<file path="src/tsi_pkg.sv">
// ----------------------------------------------------------------------------
// tsi_pkg
// Shared types and constants for the trie symbol interner.
// ----------------------------------------------------------------------------
package tsi_pkg;

  localparam int NODE_DEPTH   = 4096;
  localparam int SYMBOL_LIMIT = 4096;

  localparam int NODE_W  = (NODE_DEPTH > 1) ? $clog2(NODE_DEPTH) : 1;
  localparam int NCNT_W  = $clog2(NODE_DEPTH + 1);
  localparam int SYM_W   = (SYMBOL_LIMIT > 1) ? $clog2(SYMBOL_LIMIT) : 1;
  localparam int SCNT_W  = $clog2(SYMBOL_LIMIT + 1);
  localparam int CHAR_W  = 8;
  localparam int OSYM_W  = 12;
  localparam int QDEPTH  = 2;
  localparam int QPTR_W  = 1;

  localparam logic [1:0] CMD_LOOKUP = 2'd0;
  localparam logic [1:0] CMD_INTERN = 2'd1;
  localparam logic [1:0] CMD_CLEAR  = 2'd2;

  localparam logic [1:0] ST_EXISTING = 2'd0;
  localparam logic [1:0] ST_ADDED    = 2'd1;
  localparam logic [1:0] ST_NOTFOUND = 2'd2;
  localparam logic [1:0] ST_FULL     = 2'd3;

  typedef enum logic [1:0] {
    OP_LOOKUP,
    OP_INTERN,
    OP_CLEAR
  } op_t;

  typedef struct packed {
    op_t               op;
    logic [CHAR_W-1:0] ch;
    logic              last;
  } item_t;

  typedef struct packed {
    logic [CHAR_W-1:0] key;
    logic [NODE_W-1:0] sib;
    logic [NODE_W-1:0] child;
    logic              sym_set;
    logic [SYM_W-1:0]  sym;
  } node_t;

  typedef enum logic [2:0] {
    B_IDLE,
    B_CHILD,
    B_SIB,
    B_LINK,
    B_DONE
  } bstate_t;

endpackage

</file>
<file path="src/tsi_front.sv">
// ----------------------------------------------------------------------------
// tsi_front
// Accepts requests, decodes the command, queues known ones for the walker.
// ----------------------------------------------------------------------------
module tsi_front import tsi_pkg::*; (
  input  logic              clk,
  input  logic              rst,
  input  logic              valid,
  output logic              stall,
  input  logic [1:0]        command,
  input  logic [CHAR_W-1:0] character,
  input  logic              last,
  output logic              q_valid,
  output item_t             q_item,
  input  logic              q_take
);

  item_t             slots [QDEPTH];
  logic [QPTR_W-1:0] wr_ptr;
  logic [QPTR_W-1:0] rd_ptr;
  logic [QPTR_W:0]   count;
  logic              push;
  logic              pop;
  item_t             dec;

  assign stall   = (count == (QPTR_W+1)'(QDEPTH));
  assign q_valid = (count != '0);
  assign q_item  = slots[rd_ptr];
  assign pop     = q_take && q_valid;

  always_comb begin
    dec.ch   = character;
    dec.last = last;
    dec.op   = OP_LOOKUP;
    push     = valid && !stall;
    case (command)
      CMD_LOOKUP: dec.op = OP_LOOKUP;
      CMD_INTERN: dec.op = OP_INTERN;
      CMD_CLEAR:  dec.op = OP_CLEAR;
      default:    push   = 1'b0;
    endcase
  end

  always_ff @(posedge clk) begin
    if (rst) begin
      wr_ptr <= '0;
      rd_ptr <= '0;
      count  <= '0;
    end else begin
      if (push) begin
        wr_ptr <= wr_ptr + 1'b1;
      end
      if (pop) begin
        rd_ptr <= rd_ptr + 1'b1;
      end
      count <= count + (QPTR_W+1)'(push) - (QPTR_W+1)'(pop);
    end
  end

  always_ff @(posedge clk) begin
    if (push) begin
      slots[wr_ptr] <= dec;
    end
  end

endmodule

</file>
<file path="config.mk">
export PLATFORM = sky130hd
export DESIGN_NAME = tsi_front
export DESIGN_NICKNAME = d
export VERILOG_FILES = /design/src/tsi_pkg.sv /design/src/tsi_front.sv
export SDC_FILE = /design/constraint.sdc
export NUM_CORES = 1
export LEC_CHECK = 0
export ABC_AREA = 1
export BUFFER_PORTS_ARGS = -buffer_cell sky130_fd_sc_hd__buf_2
export CORE_ASPECT_RATIO = 0.8
export CORE_UTILIZATION = 35
export DETAILED_ROUTE_END_ITERATION = 16
export PLACE_DENSITY = 0.59
export SLEW_MARGIN = 15
export SYNTH_ARGS = -nofsm -noshare
export SYNTH_HDL_FRONTEND = slang
export SYNTH_SLANG_ARGS = --single-unit
</file>
<file path="constraint.sdc">
create_clock -name clk -period 1.6 [get_ports clk]
set_clock_uncertainty 0.1 [all_clocks]
set_input_delay 0.48 -clock clk [delete_from_list [all_inputs] [get_ports clk]]
set_output_delay 0.48 -clock clk [all_outputs]
set_load 0.01 [all_outputs]
</file>
Word-level counts from Yosys, hierarchy flattened
Memory sizes are Yosys's and may differ from the RTL's. A register that Yosys moved wholly into a read port is not among the register bits.
Cells that the tools add are included.
{"block": "totals", "inputBits": 15, "ram_bits": 22, "wordCells": 23, "memories": 1, "output_inout_bits": 13, "ff_bits": 4}
{"block": "classes", "eq_ne": 3, "reduce_logical": 6, "n_mux": 6, "n_addsub": 4}
{"name": "slots", "depth": 2, "word_bits": 11, "read_ports": 1, "rd_ports_with_merged_regs": 1, "wr": 1, "line_no": "tsi_front.sv:18", "rtl": "item_t slots [QDEPTH];"}
{"cell": "$mux 1", "count": 5}
{"cell": "$eq 2x2->1 const B", "count": 2}
{"cell": "$pmux 2 s2", "count": 1}
{"cell": "$reduce_or 3->1", "count": 1}
{"cell": "$add 1x1->1 const B", "count": 2}
{"cell": "$add 2x1->2", "count": 1}
{"cell": "$eq 2x1->1 const B", "count": 1}
{"cell": "$logic_and 1x1->1", "count": 2}
{"cell": "$logic_not 2->1", "count": 1}
{"cell": "$reduce_bool 2->1", "count": 1}
{"cell": "$sub 2x1->2", "count": 1}
{"cell": "$logic_not 1->1", "count": 1}

Longest topological paths before layout
Gate-level depths: netlist of run 1.
{"block": "logic_depth", "depth_word": 6, "mapped_depth": 12, "depth_no_buf": 12}

Worst setup path after synthesis of run 1
OpenSTA, ideal clock, no wires.
{"block": "synth_path", "path_kind": "input to register", "from": "input command[1]", "to": "memory slots[0][0] (netlist name), enable pin", "required_ns": 1.122, "path_slack_ns": -0.130, "setup_ns": 0.378, "path_buffers": 0, "path_stages": 5, "arrival_time_ns": 1.251, "cell_sequence": "nand2_1 nand2_1 nor2_1 inv_1 nor2_1"}
{"block": "synth_between", "elab_chain_cells": 5, "elab_cells_between_ends": 7, "cone_classes": "2 x eq/ne; 3 x mux; 2 x reduce/logical"}
{"element": "from (decl)", "line_no": "tsi_front.sv:10", "rtl": "input logic [1:0] command,"}
{"element": "$eq 2x2->1, or another cell as far along", "line_no": "tsi_front.sv:36", "rtl": "case (command)"}
{"element": "$reduce_or 3->1 (no line) *"}
{"element": "$mux 1 *", "line_no": "tsi_front.sv:36"}
{"element": "$mux 1 *", "line_no": "tsi_front.sv:61", "rtl": "if (push) begin"}
{"element": "$mux 1 (implied by the code) *", "line_no": "tsi_front.sv:62", "rtl": "slots[wr_ptr] <= dec;"}
{"element": "to (decl)", "line_no": "tsi_front.sv:18"}
Mark *: on every way between the ends. The rest lies on a longest branch, timed or not.

==> out/qor.csv, run 1 <==
metric,value,unit
Yosys cell types,15,
setup repair after global routing missed its margin,true,
Post-Layout Inst Area,1610,um2
global-route wire length before repair,2870,um
count of H-tree levels built during CTS,1,
post-place instance area,1400,um2
vertical die dimension,52.4,um
final hold violation count,0,
hold_ws,0.272,ns
Syn Inst Count,78,
Clock transition at path regs,0.08,ns
met3 Resource Use GR,4.13,%
number of nets in the finished design,142,
Max Cap Viol,0,
area used by multi-input combinational logic,362,um2
RePlAce Congestion,0.683,
fraction of layout cells with a size suffix above 1,58.1,%
most frequent standard cell in the layout excluding fill and tap cells,sky130_fd_sc_hd__edfxtp_1,
sequential cell area in the final layout,767,um2
clock insertion delay at the later pin of the skew report,0.26,ns
violations in the final reports,negative setup slack,
clock period minus worst slack,1.78,ns
average wire per standard cell,11.4,um
Vias/cell,4.52,
CP dominant cell by count,sky130_fd_sc_hd__buf_6,
worst-path maximum fanout,5,
area delta synth->final,45.3,%
# setup viols final,11,
total negative setup slack,-1.80,ns
crit path launch type,register,
cell-by-cell listing of the critical path,buf_6 -> mux2_4 -> buf_6,
part of the Yosys area used for sequential elements,68.5,%
leakage component of the power,0.688,nW
core region area,2890,um2
outcome,"finished, violations left",
maximum cell stage delay along the critical path,0.38,ns
final cycle utilization of the critical path,111,%
number of buffers and inverters on the critical path,2,
global route hottest layer,met2,
relative slew slack,89.5,%
met1 layer usage reported by global route,11.4,%
crit path max-delay cell type,sky130_fd_sc_hd__dfxtp_4,
syn_nets,95,
Fill cells,253,
final antenna diode count,0,
IO Count,28,
TritonCTS clock tree,yes,
clock root buffer,sky130_fd_sc_hd__clkbuf_8,
total clock sinks,27,
signal arrival time at the worst endpoint,1.20,ns
final slew viol count,0,
Syn Std Cell Area,1110,um2
number of warnings reported in the yosys synthesis log,0,
family with the most delay on the worst path,flip-flops,
TritonCTS buffer count,3,
"Req. time, crit path",1.02,ns
vias after detailed routing,733,
width of the chip,65.0,um
"commonest non-fill, non-tap cells in the layout","22 x sky130_fd_sc_hd__edfxtp_1, 15 x sky130_fd_sc_hd__buf_2, 14 x sky130_fd_sc_hd__buf_6",
critical path class,reg -> out,
Hold Crit Class,in -> reg,
Mean Syn Cell Area,14.2,um2
count of port buffers added during placement,27,
initial antenna violation count,0,
detailed-route DRC error count,0,
starting utilization of the core area,38.4,%
Worst Tran Pin Value,0.158,ns
full die area,3400,um2
post-route setup slack,-0.175,ns
count of antenna-violating nets left after detailed routing,0,
estimated wirelength of the detail-placed design,1300,um
first-pass iteration count of the detailed router,4,
first-iteration detailed-routing DRC count,15,
Total GRT Usage,11.5,%
vias in the first global route,711,
maximum number of buffers from clock root to sink,2,
overflow left after global routing,0,
final WL,1850,um
power density relative to cell area,1360,nW/um2
"flops & latches, synth",27,
worst supply voltage drop on vdd,0.753,mV
GR Util met2,22.6,%
number of core rows,17,
fmax,563,MHz
capturing element type of the critical path,output port,
pin count of the biggest net entering global routing,15,
==> synthesized netlist by cell type <==
library cell               instances  share of area (%)
sky130_fd_sc_hd__nand3_1           2               0.90
sky130_fd_sc_hd__inv_1            10                3.4
sky130_fd_sc_hd__nand4_1           1               0.56
sky130_fd_sc_hd__nor2_2            1               0.56
sky130_fd_sc_hd__edfxtp_1         22                 60
sky130_fd_sc_hd__ha_1              2                2.3
sky130_fd_sc_hd__dfxtp_1           5                9.0
sky130_fd_sc_hd__o21a_1            1               0.68
sky130_fd_sc_hd__nor2_1           11                3.7
sky130_fd_sc_hd__buf_6             1                1.0
sky130_fd_sc_hd__mux2_2            1                1.0
sky130_fd_sc_hd__a21oi_1           1               0.45
sky130_fd_sc_hd__mux2_4           10                 14
sky130_fd_sc_hd__inv_2             1               0.34
sky130_fd_sc_hd__nand2_1           9                3.0
==> sequential cells by signal, indices dropped and copies added, names as in the netlist, named ones only <==
name / cells
count: 2
rd_ptr: 1
slots: 22
wr_ptr: 1
==> layout make-up <==
type / instances / share of cell area, %
clock buffer: 4 / 2.79
inverter: 11 / 2.56
multi-input combinational: 39 / 22.4
sequential: 27 / 47.6
tap: 38 / 2.95
timing repair buffer: 43 / 21.7
==> final timing paths <==
| kind | end | slack (ns) | cells past startpoint | start |
|---|---|---|---|---|
| worst max register to register | count[1] | 0.04 | 10 | count[0] |
| worst max-delay path | q_item[9] | -0.18 | 3 | register |
| worst min-delay path | count[0] | 0.27 | 2 | rst |
| worst min register to register | register | 0.40 | 2 | rd_ptr |
==> metrics by stage <==
step,total power [mW],setup slack [ns],utilization (%),instances
6_report,2.20,-0.175,55.8,162
5_1_grt,2.33,-0.218,55.8,162
4_1_cts,2.09,-0.181,53.3,160
3_5_place_dp,1.59,-0.295,48.5,153
3_3_place_gp,1.57,-0.265,48.5,153
2_1_floorplan,1.34,-0.0601,-,78
==> kinds of logic after synthesis <==
kind of cell / count (synthesis) / share of synthesized area [%]
AOI/OAI and AO/OA: 2 / 1.13
and+or+nand+nor: 24 / 8.79
DFF: 27 / 68.5
buffers and inverters: 12 / 4.74
muxes: 11 / 14.5
adders and majority gates: 2 / 2.25
==> layer usage <==
metal,vias up,part of all wire (%)
li1,358,-
met4,0,1.4
met2,21,56
met5,-,0
met1,350,38
met3,4,4.6
==> what timing repair did <==
| action | in CTS | in global routing |
|---|---|---|
| gates resized for setup | 15 | 13 |
| hold buffers | 0 | 0 |
| setup buffers | 3 | 2 |
| endpoints found under the setup margin | 12 | 23 |
| hold endpoints to repair | 0 | 0 |
| pin swaps | 1 | 5 |
==> report_power, final <==
group / internal [mW] / total [mW] / switching, mW
clock network: 0.178 / 0.366 / 0.188
logic: 0.519 / 0.889 / 0.371
registers: 0.879 / 0.944 / 0.0654
total: 1.57 / 2.20 / 0.624
(Power assumes the default switching activity.)
==> run 2, diff against run 1 <==
==> constraint.sdc (replaced) <==
create_clock -name clk -period 1.6 [get_ports clk]
set_clock_uncertainty 0.1 [all_clocks]
set_input_delay 0.08 -clock clk [delete_from_list [all_inputs] [get_ports clk]]
set_output_delay 0.08 -clock clk [all_outputs]
set_load 0.01 [all_outputs]
==> out/qor.csv, run 2 (synthesis gave the netlist of run 1 again) <==
metric,value,unit
outcome,"complete, no violations",
launch instance of the worst register-to-register path,count[1],
Hold Startpoint,command[0],
post-route total power,2.06,mW
# setup viols final,0,
starting utilization of the core area,38.4,%
fraction of layout cells with a size suffix above 1,50.4,%
leakage component of the power,0.663,nW
clock root buffer,sky130_fd_sc_hd__clkbuf_8,
IO Count,28,
critical path class,reg -> reg,
final cycle utilization of the critical path,98.8,%
TritonCTS buffer count,3,
number of flip-flops under the largest register name,22,
RePlAce Congestion,0.820,
clock insertion delay at the later pin of the skew report,0.27,ns
fin cells,165,
most frequent standard cell in the layout excluding fill and tap cells,sky130_fd_sc_hd__buf_2,
first-iteration detailed-routing DRC count,17,
vias after detailed routing,722,
fmax,632,MHz
area delta synth->final,39.9,%
global-route wire length before repair,2650,um
largest registers,"slots x22, count x2",
final slew viol count,0,
vias in the first global route,642,
Clock transition at path regs,0.09,ns
Worst Hold End,slots[0][10],
number of nets in the finished design,145,
hold_ws,0.0173,ns
crit path from,count[1],
clock period minus worst slack,1.58,ns
Vias/cell,4.38,
Hold Crit Class,in -> reg,
setup slack at placement,-0.0534,ns
sequential cell area in the final layout,766,um2
setup repair after global routing missed its margin,true,
largest register by flop count,slots,
relative slew slack,86.2,%
TritonCTS clock tree,yes,
number of core rows,17,
first-pass iteration count of the detailed router,4,
width of the chip,65.0,um
total clock sinks,27,
Fill cells,259,
placed cell count,147,
final hold violation count,0,
final antenna diode count,0,
power density relative to cell area,1330,nW/um2
worst supply voltage drop on vdd,0.632,mV
count of port buffers added during placement,27,
count of H-tree levels built during CTS,1,
area used by multi-input combinational logic,340,um2
detailed-route DRC error count,0,
maximum number of buffers from clock root to sink,2,
pin count of the biggest net entering global routing,17,
"commonest non-fill, non-tap cells in the layout","27 x sky130_fd_sc_hd__buf_2, 22 x sky130_fd_sc_hd__edfxtp_1, 10 x sky130_fd_sc_hd__mux2_4, 10 x sky130_fd_sc_hd__nor2_1, 10 x sky130_fd_sc_hd__dlygate4sd3_1",
overflow left after global routing,0,
post-layout utilization of the core,53.7,%
signal arrival time at the worst endpoint,1.65,ns
"Req. time, crit path",1.67,ns
crit path launch type,register,
Worst Tran Pin Value,0.206,ns
worst-path maximum fanout,3,
post-route setup slack,0.0187,ns
reg-to-reg endpoint,count[1],
initial antenna violation count,0,
capturing element type of the critical path,register,
core region area,2890,um2
Total GRT Usage,11.1,%
final WL,1820,um
R2R setup slack,0.02,ns
number of cells traversed by the worst register-to-register path,11,
cell count of the worst hold path,2,
vertical die dimension,52.4,um
average wire per standard cell,11.1,um
full die area,3400,um2
count of antenna-violating nets left after detailed routing,0,
estimated wirelength of the detail-placed design,1230,um
Max Cap Viol,0,
[run 2: timing repair]
action,in CTS,in global routing
pin swaps,3,7
setup endpoints to repair,1,13
hold buffers,10,0
hold endpoints to repair,21,0
gates resized for setup,3,13
setup buffers,2,2
[run 2: cell type report]
cell class / count / share of cell area [%]
sequential: 27 / 49.3
multi-input combinational: 39 / 21.9
timing repair buffer: 46 / 19.7
tap: 38 / 3.06
inverter: 11 / 2.82
clock buffer: 3 / 2.66
clock inverter: 1 / 0.483
[run 2: worst max-delay path, stage by stage, from the launching register on]
cell and delay, ns:
sky130_fd_sc_hd__dfxtp_2 0.34, sky130_fd_sc_hd__inv_2 0.07, sky130_fd_sc_hd__nor2_4 0.04, sky130_fd_sc_hd__nor2_2 0.12
sky130_fd_sc_hd__inv_2 0.07, sky130_fd_sc_hd__ha_4 0.27, sky130_fd_sc_hd__inv_4 0.03, sky130_fd_sc_hd__ha_4 0.15
sky130_fd_sc_hd__inv_2 0.05, sky130_fd_sc_hd__nand2_2 0.06, sky130_fd_sc_hd__a21oi_2 0.13, sky130_fd_sc_hd__nor2_1 0.05
[run 2: per-stage QoR]
step           TNS (ns)  area, um2
5_1_grt         -0.0711       1550
6_report              0       1550
2_1_floorplan         0       1110
3_3_place_gp          0       1320
4_1_cts               0       1490
3_5_place_dp    -0.0534       1320
[run 2: power breakdown]
part	switching, mW	internal (mW)	total [mW]
clock network	0.199	0.176	0.375
logic	0.362	0.397	0.760
registers	0.0457	0.877	0.923
[run 2: how the worst max path moves through the flow]
stage             endpoint  slack [ns]  cells past startpoint
2_1_floorplan  slots[0][0]       0.003                      4
3_3_place_gp      count[1]       0.005                     10
3_5_place_dp      count[1]       -0.05                     10
4_1_cts           count[1]        0.02                     11
5_1_grt           count[1]       -0.07                     12
6_report          count[1]        0.02                     11
[run 2: routing by layer]
layer  share of wire [%]  GRT usage [%]  up-vias
li1                    -              -      362
met1                  40           10.9      338
met2                  53           21.2       20
met3                 5.8           4.57        2
met4                0.49           3.33        0
met5                   0              0        -
==> run 3, diff against run 2 <==
--- a/config.mk
+++ b/config.mk
@@ -7,10 +7,11 @@
 export LEC_CHECK = 0
 export ABC_AREA = 1
 export BUFFER_PORTS_ARGS = -buffer_cell sky130_fd_sc_hd__buf_2
-export CORE_ASPECT_RATIO = 0.8
+export CORE_ASPECT_RATIO = 0.75
 export CORE_UTILIZATION = 35
 export DETAILED_ROUTE_END_ITERATION = 16
 export PLACE_DENSITY = 0.59
+export SKIP_LAST_GASP = 1
 export SLEW_MARGIN = 15
 export SYNTH_ARGS = -nofsm -noshare
 export SYNTH_HDL_FRONTEND = slang
==> out/qor.csv, run 3 (synthesis gave the netlist of run 1 again) <==
metric,value,unit
TritonCTS buffer count,3,
leakage component of the power,0.676,nW
total clock sinks,27,
outcome,"complete, no violations",
final WL,1950,um
pin count of the biggest net entering global routing,15,
"commonest non-fill, non-tap cells in the layout","27 x sky130_fd_sc_hd__buf_2, 22 x sky130_fd_sc_hd__edfxtp_1, 10 x sky130_fd_sc_hd__mux2_4, 10 x sky130_fd_sc_hd__buf_4, 10 x sky130_fd_sc_hd__dlygate4sd3_1",
signal arrival time at the worst endpoint,1.65,ns
proportion of total power due to net switching,29.7,%
CP dominant cell by count,sky130_fd_sc_hd__inv_2,
vias in the first global route,704,
clock insertion delay at the later pin of the skew report,0.26,ns
maximum number of buffers from clock root to sink,2,
crit path launch type,register,
number of flip-flops under the largest register name,22,
Hold Crit Class,in -> reg,
cell-by-cell listing of the critical path,inv_2 -> nor2_4 -> nor2_2 -> inv_2 -> ha_4 -> inv_2 -> ha_4 -> inv_4 -> nand2_4 -> a21oi_2 -> nor2_1,
Worst Tran Pin Value,0.164,ns
setup repair after global routing missed its margin,true,
count of antenna-violating nets left after detailed routing,0,
critical path class,reg -> reg,
first-pass iteration count of the detailed router,4,
first-iteration detailed-routing DRC count,10,
relative slew slack,89.1,%
post-route total power,2.11,mW
Psw,0.625,mW
largest registers,"slots x22, count x2",
area delta synth->final,42.3,%
core region area,2980,um2
RePlAce Congestion,0.772,
Clock transition at path regs,0.08,ns
worst-path maximum fanout,3,
final cycle utilization of the critical path,99.1,%
fmax,631,MHz
power density relative to cell area,1340,nW/um2
Fill cells,257,
clock power share,17.4,%
design internal power,1.48,mW
share of total power in sequential cells,44.2,%
clock period minus worst slack,1.59,ns
global-route wire length before repair,2870,um
number of core rows,17,
width of the chip,67.0,um
Total GRT Usage,12.0,%
clock root buffer,sky130_fd_sc_hd__clkbuf_8,
TritonCTS clock tree,yes,
placed cell count,147,
count of port buffers added during placement,27,
final hold violation count,0,
"Req. time, crit path",1.67,ns
maximum cell stage delay along the critical path,0.34,ns
fraction of layout cells with a size suffix above 1,51.9,%
final slew viol count,0,
number of nets in the finished design,147,
share of total power in combinational logic,38.4,%
Vias/cell,4.41,
overflow left after global routing,0,
final antenna diode count,0,
initial antenna violation count,0,
vertical die dimension,50.8,um
average wire per standard cell,11.7,um
vias after detailed routing,736,
IO Count,28,
crit path max-delay cell type,sky130_fd_sc_hd__dfxtp_2,
Max Cap Viol,0,
largest register by flop count,slots,
# setup viols final,0,
count of H-tree levels built during CTS,1,
worst supply voltage drop on vdd,0.665,mV
detailed-route DRC error count,0,
full die area,3400,um2
most frequent standard cell in the layout excluding fill and tap cells,sky130_fd_sc_hd__buf_2,
fin cells,167,
starting utilization of the core area,37.3,%
capturing element type of the critical path,register,
## run 3: cell types whose count changed in the layout (fill, tap and decap cells not counted)
cell,delta
sky130_fd_sc_hd__nand2_1,-1
sky130_fd_sc_hd__nor2_4,+1
sky130_fd_sc_hd__nand2_4,+1
sky130_fd_sc_hd__clkinvlp_4,-1
sky130_fd_sc_hd__clkbuf_1,+1
sky130_fd_sc_hd__nor2_1,-1
sky130_fd_sc_hd__buf_4,+2
## run 3: routing by layer
metal	vias to the layer above	wire (um)	global-route usage, %
met4	0	55	4.26
met1	348	767	11.7
li1	366	-	-
met2	16	1060	23.0
met3	6	69	4.09
met5	-	0	0
## run 3: cell type report
type | instances | area, um2 | share of cell area, %
multi-input combinational | 39 | 355 | 22.5
tap | 38 | 47.5 | 3.01
sequential | 27 | 766 | 48.5
clock buffer | 4 | 45.0 | 2.85
inverter | 11 | 43.8 | 2.77
timing repair buffer | 48 | 322 | 20.4
## run 3: worst max-delay path: cells and delay by family (launching register included)
family / cells / cell delay (ns)
compound gates: 1 / 0.12
fa+ha+maj: 2 / 0.42
buf+inv: 4 / 0.25
flops: 1 / 0.34
simple gates: 4 / 0.25
## run 3: per-stage QoR
stage	hold WS, ns	cell area [um2]	setup TNS (ns)	util (%)	worst slack (ns)
2_1_floorplan	0.0512	1110	0	-	0.00269
3_3_place_gp	0.154	1320	0	44.3	0.0131
3_5_place_dp	0.157	1320	-0.0649	44.3	-0.0649
4_1_cts	0.0296	1500	0	50.3	0.00103
5_1_grt	0.0296	1580	-0.176	53.0	-0.0783
6_report	0.0256	1580	0	53.0	0.0140
## run 3: path summary, 6_finish.rpt
path | start | to | slack (ns) | cells after the start
min reg2reg | rd_ptr | register | 0.39 | 2
max | count[1] | count[1] | 0.01 | 11
min | command[0] | slots[1][10] | 0.03 | 2
max reg2reg | count[1] | count[1] | 0.01 | 11
## run 3: timing repair
item | 4_1_cts | 5_1_grt
pin swaps | 4 | 7
setup buffers | 4 | 1
setup endpoints to repair | 1 | 12
gates cloned | 0 | 1
hold buffers | 10 | 0
endpoints found under the hold margin | 21 | 0
resized for setup | 3 | 18
## run 3: power groups by stage
stage	clock network [mW]	registers [mW]	logic, mW
2_1_floorplan	0	0.922	0.409
3_3_place_gp	0	0.924	0.597
3_5_place_dp	0	0.930	0.614
4_1_cts	0.374	0.918	0.671
5_1_grt	0.403	0.941	0.890
6_report	0.367	0.931	0.810
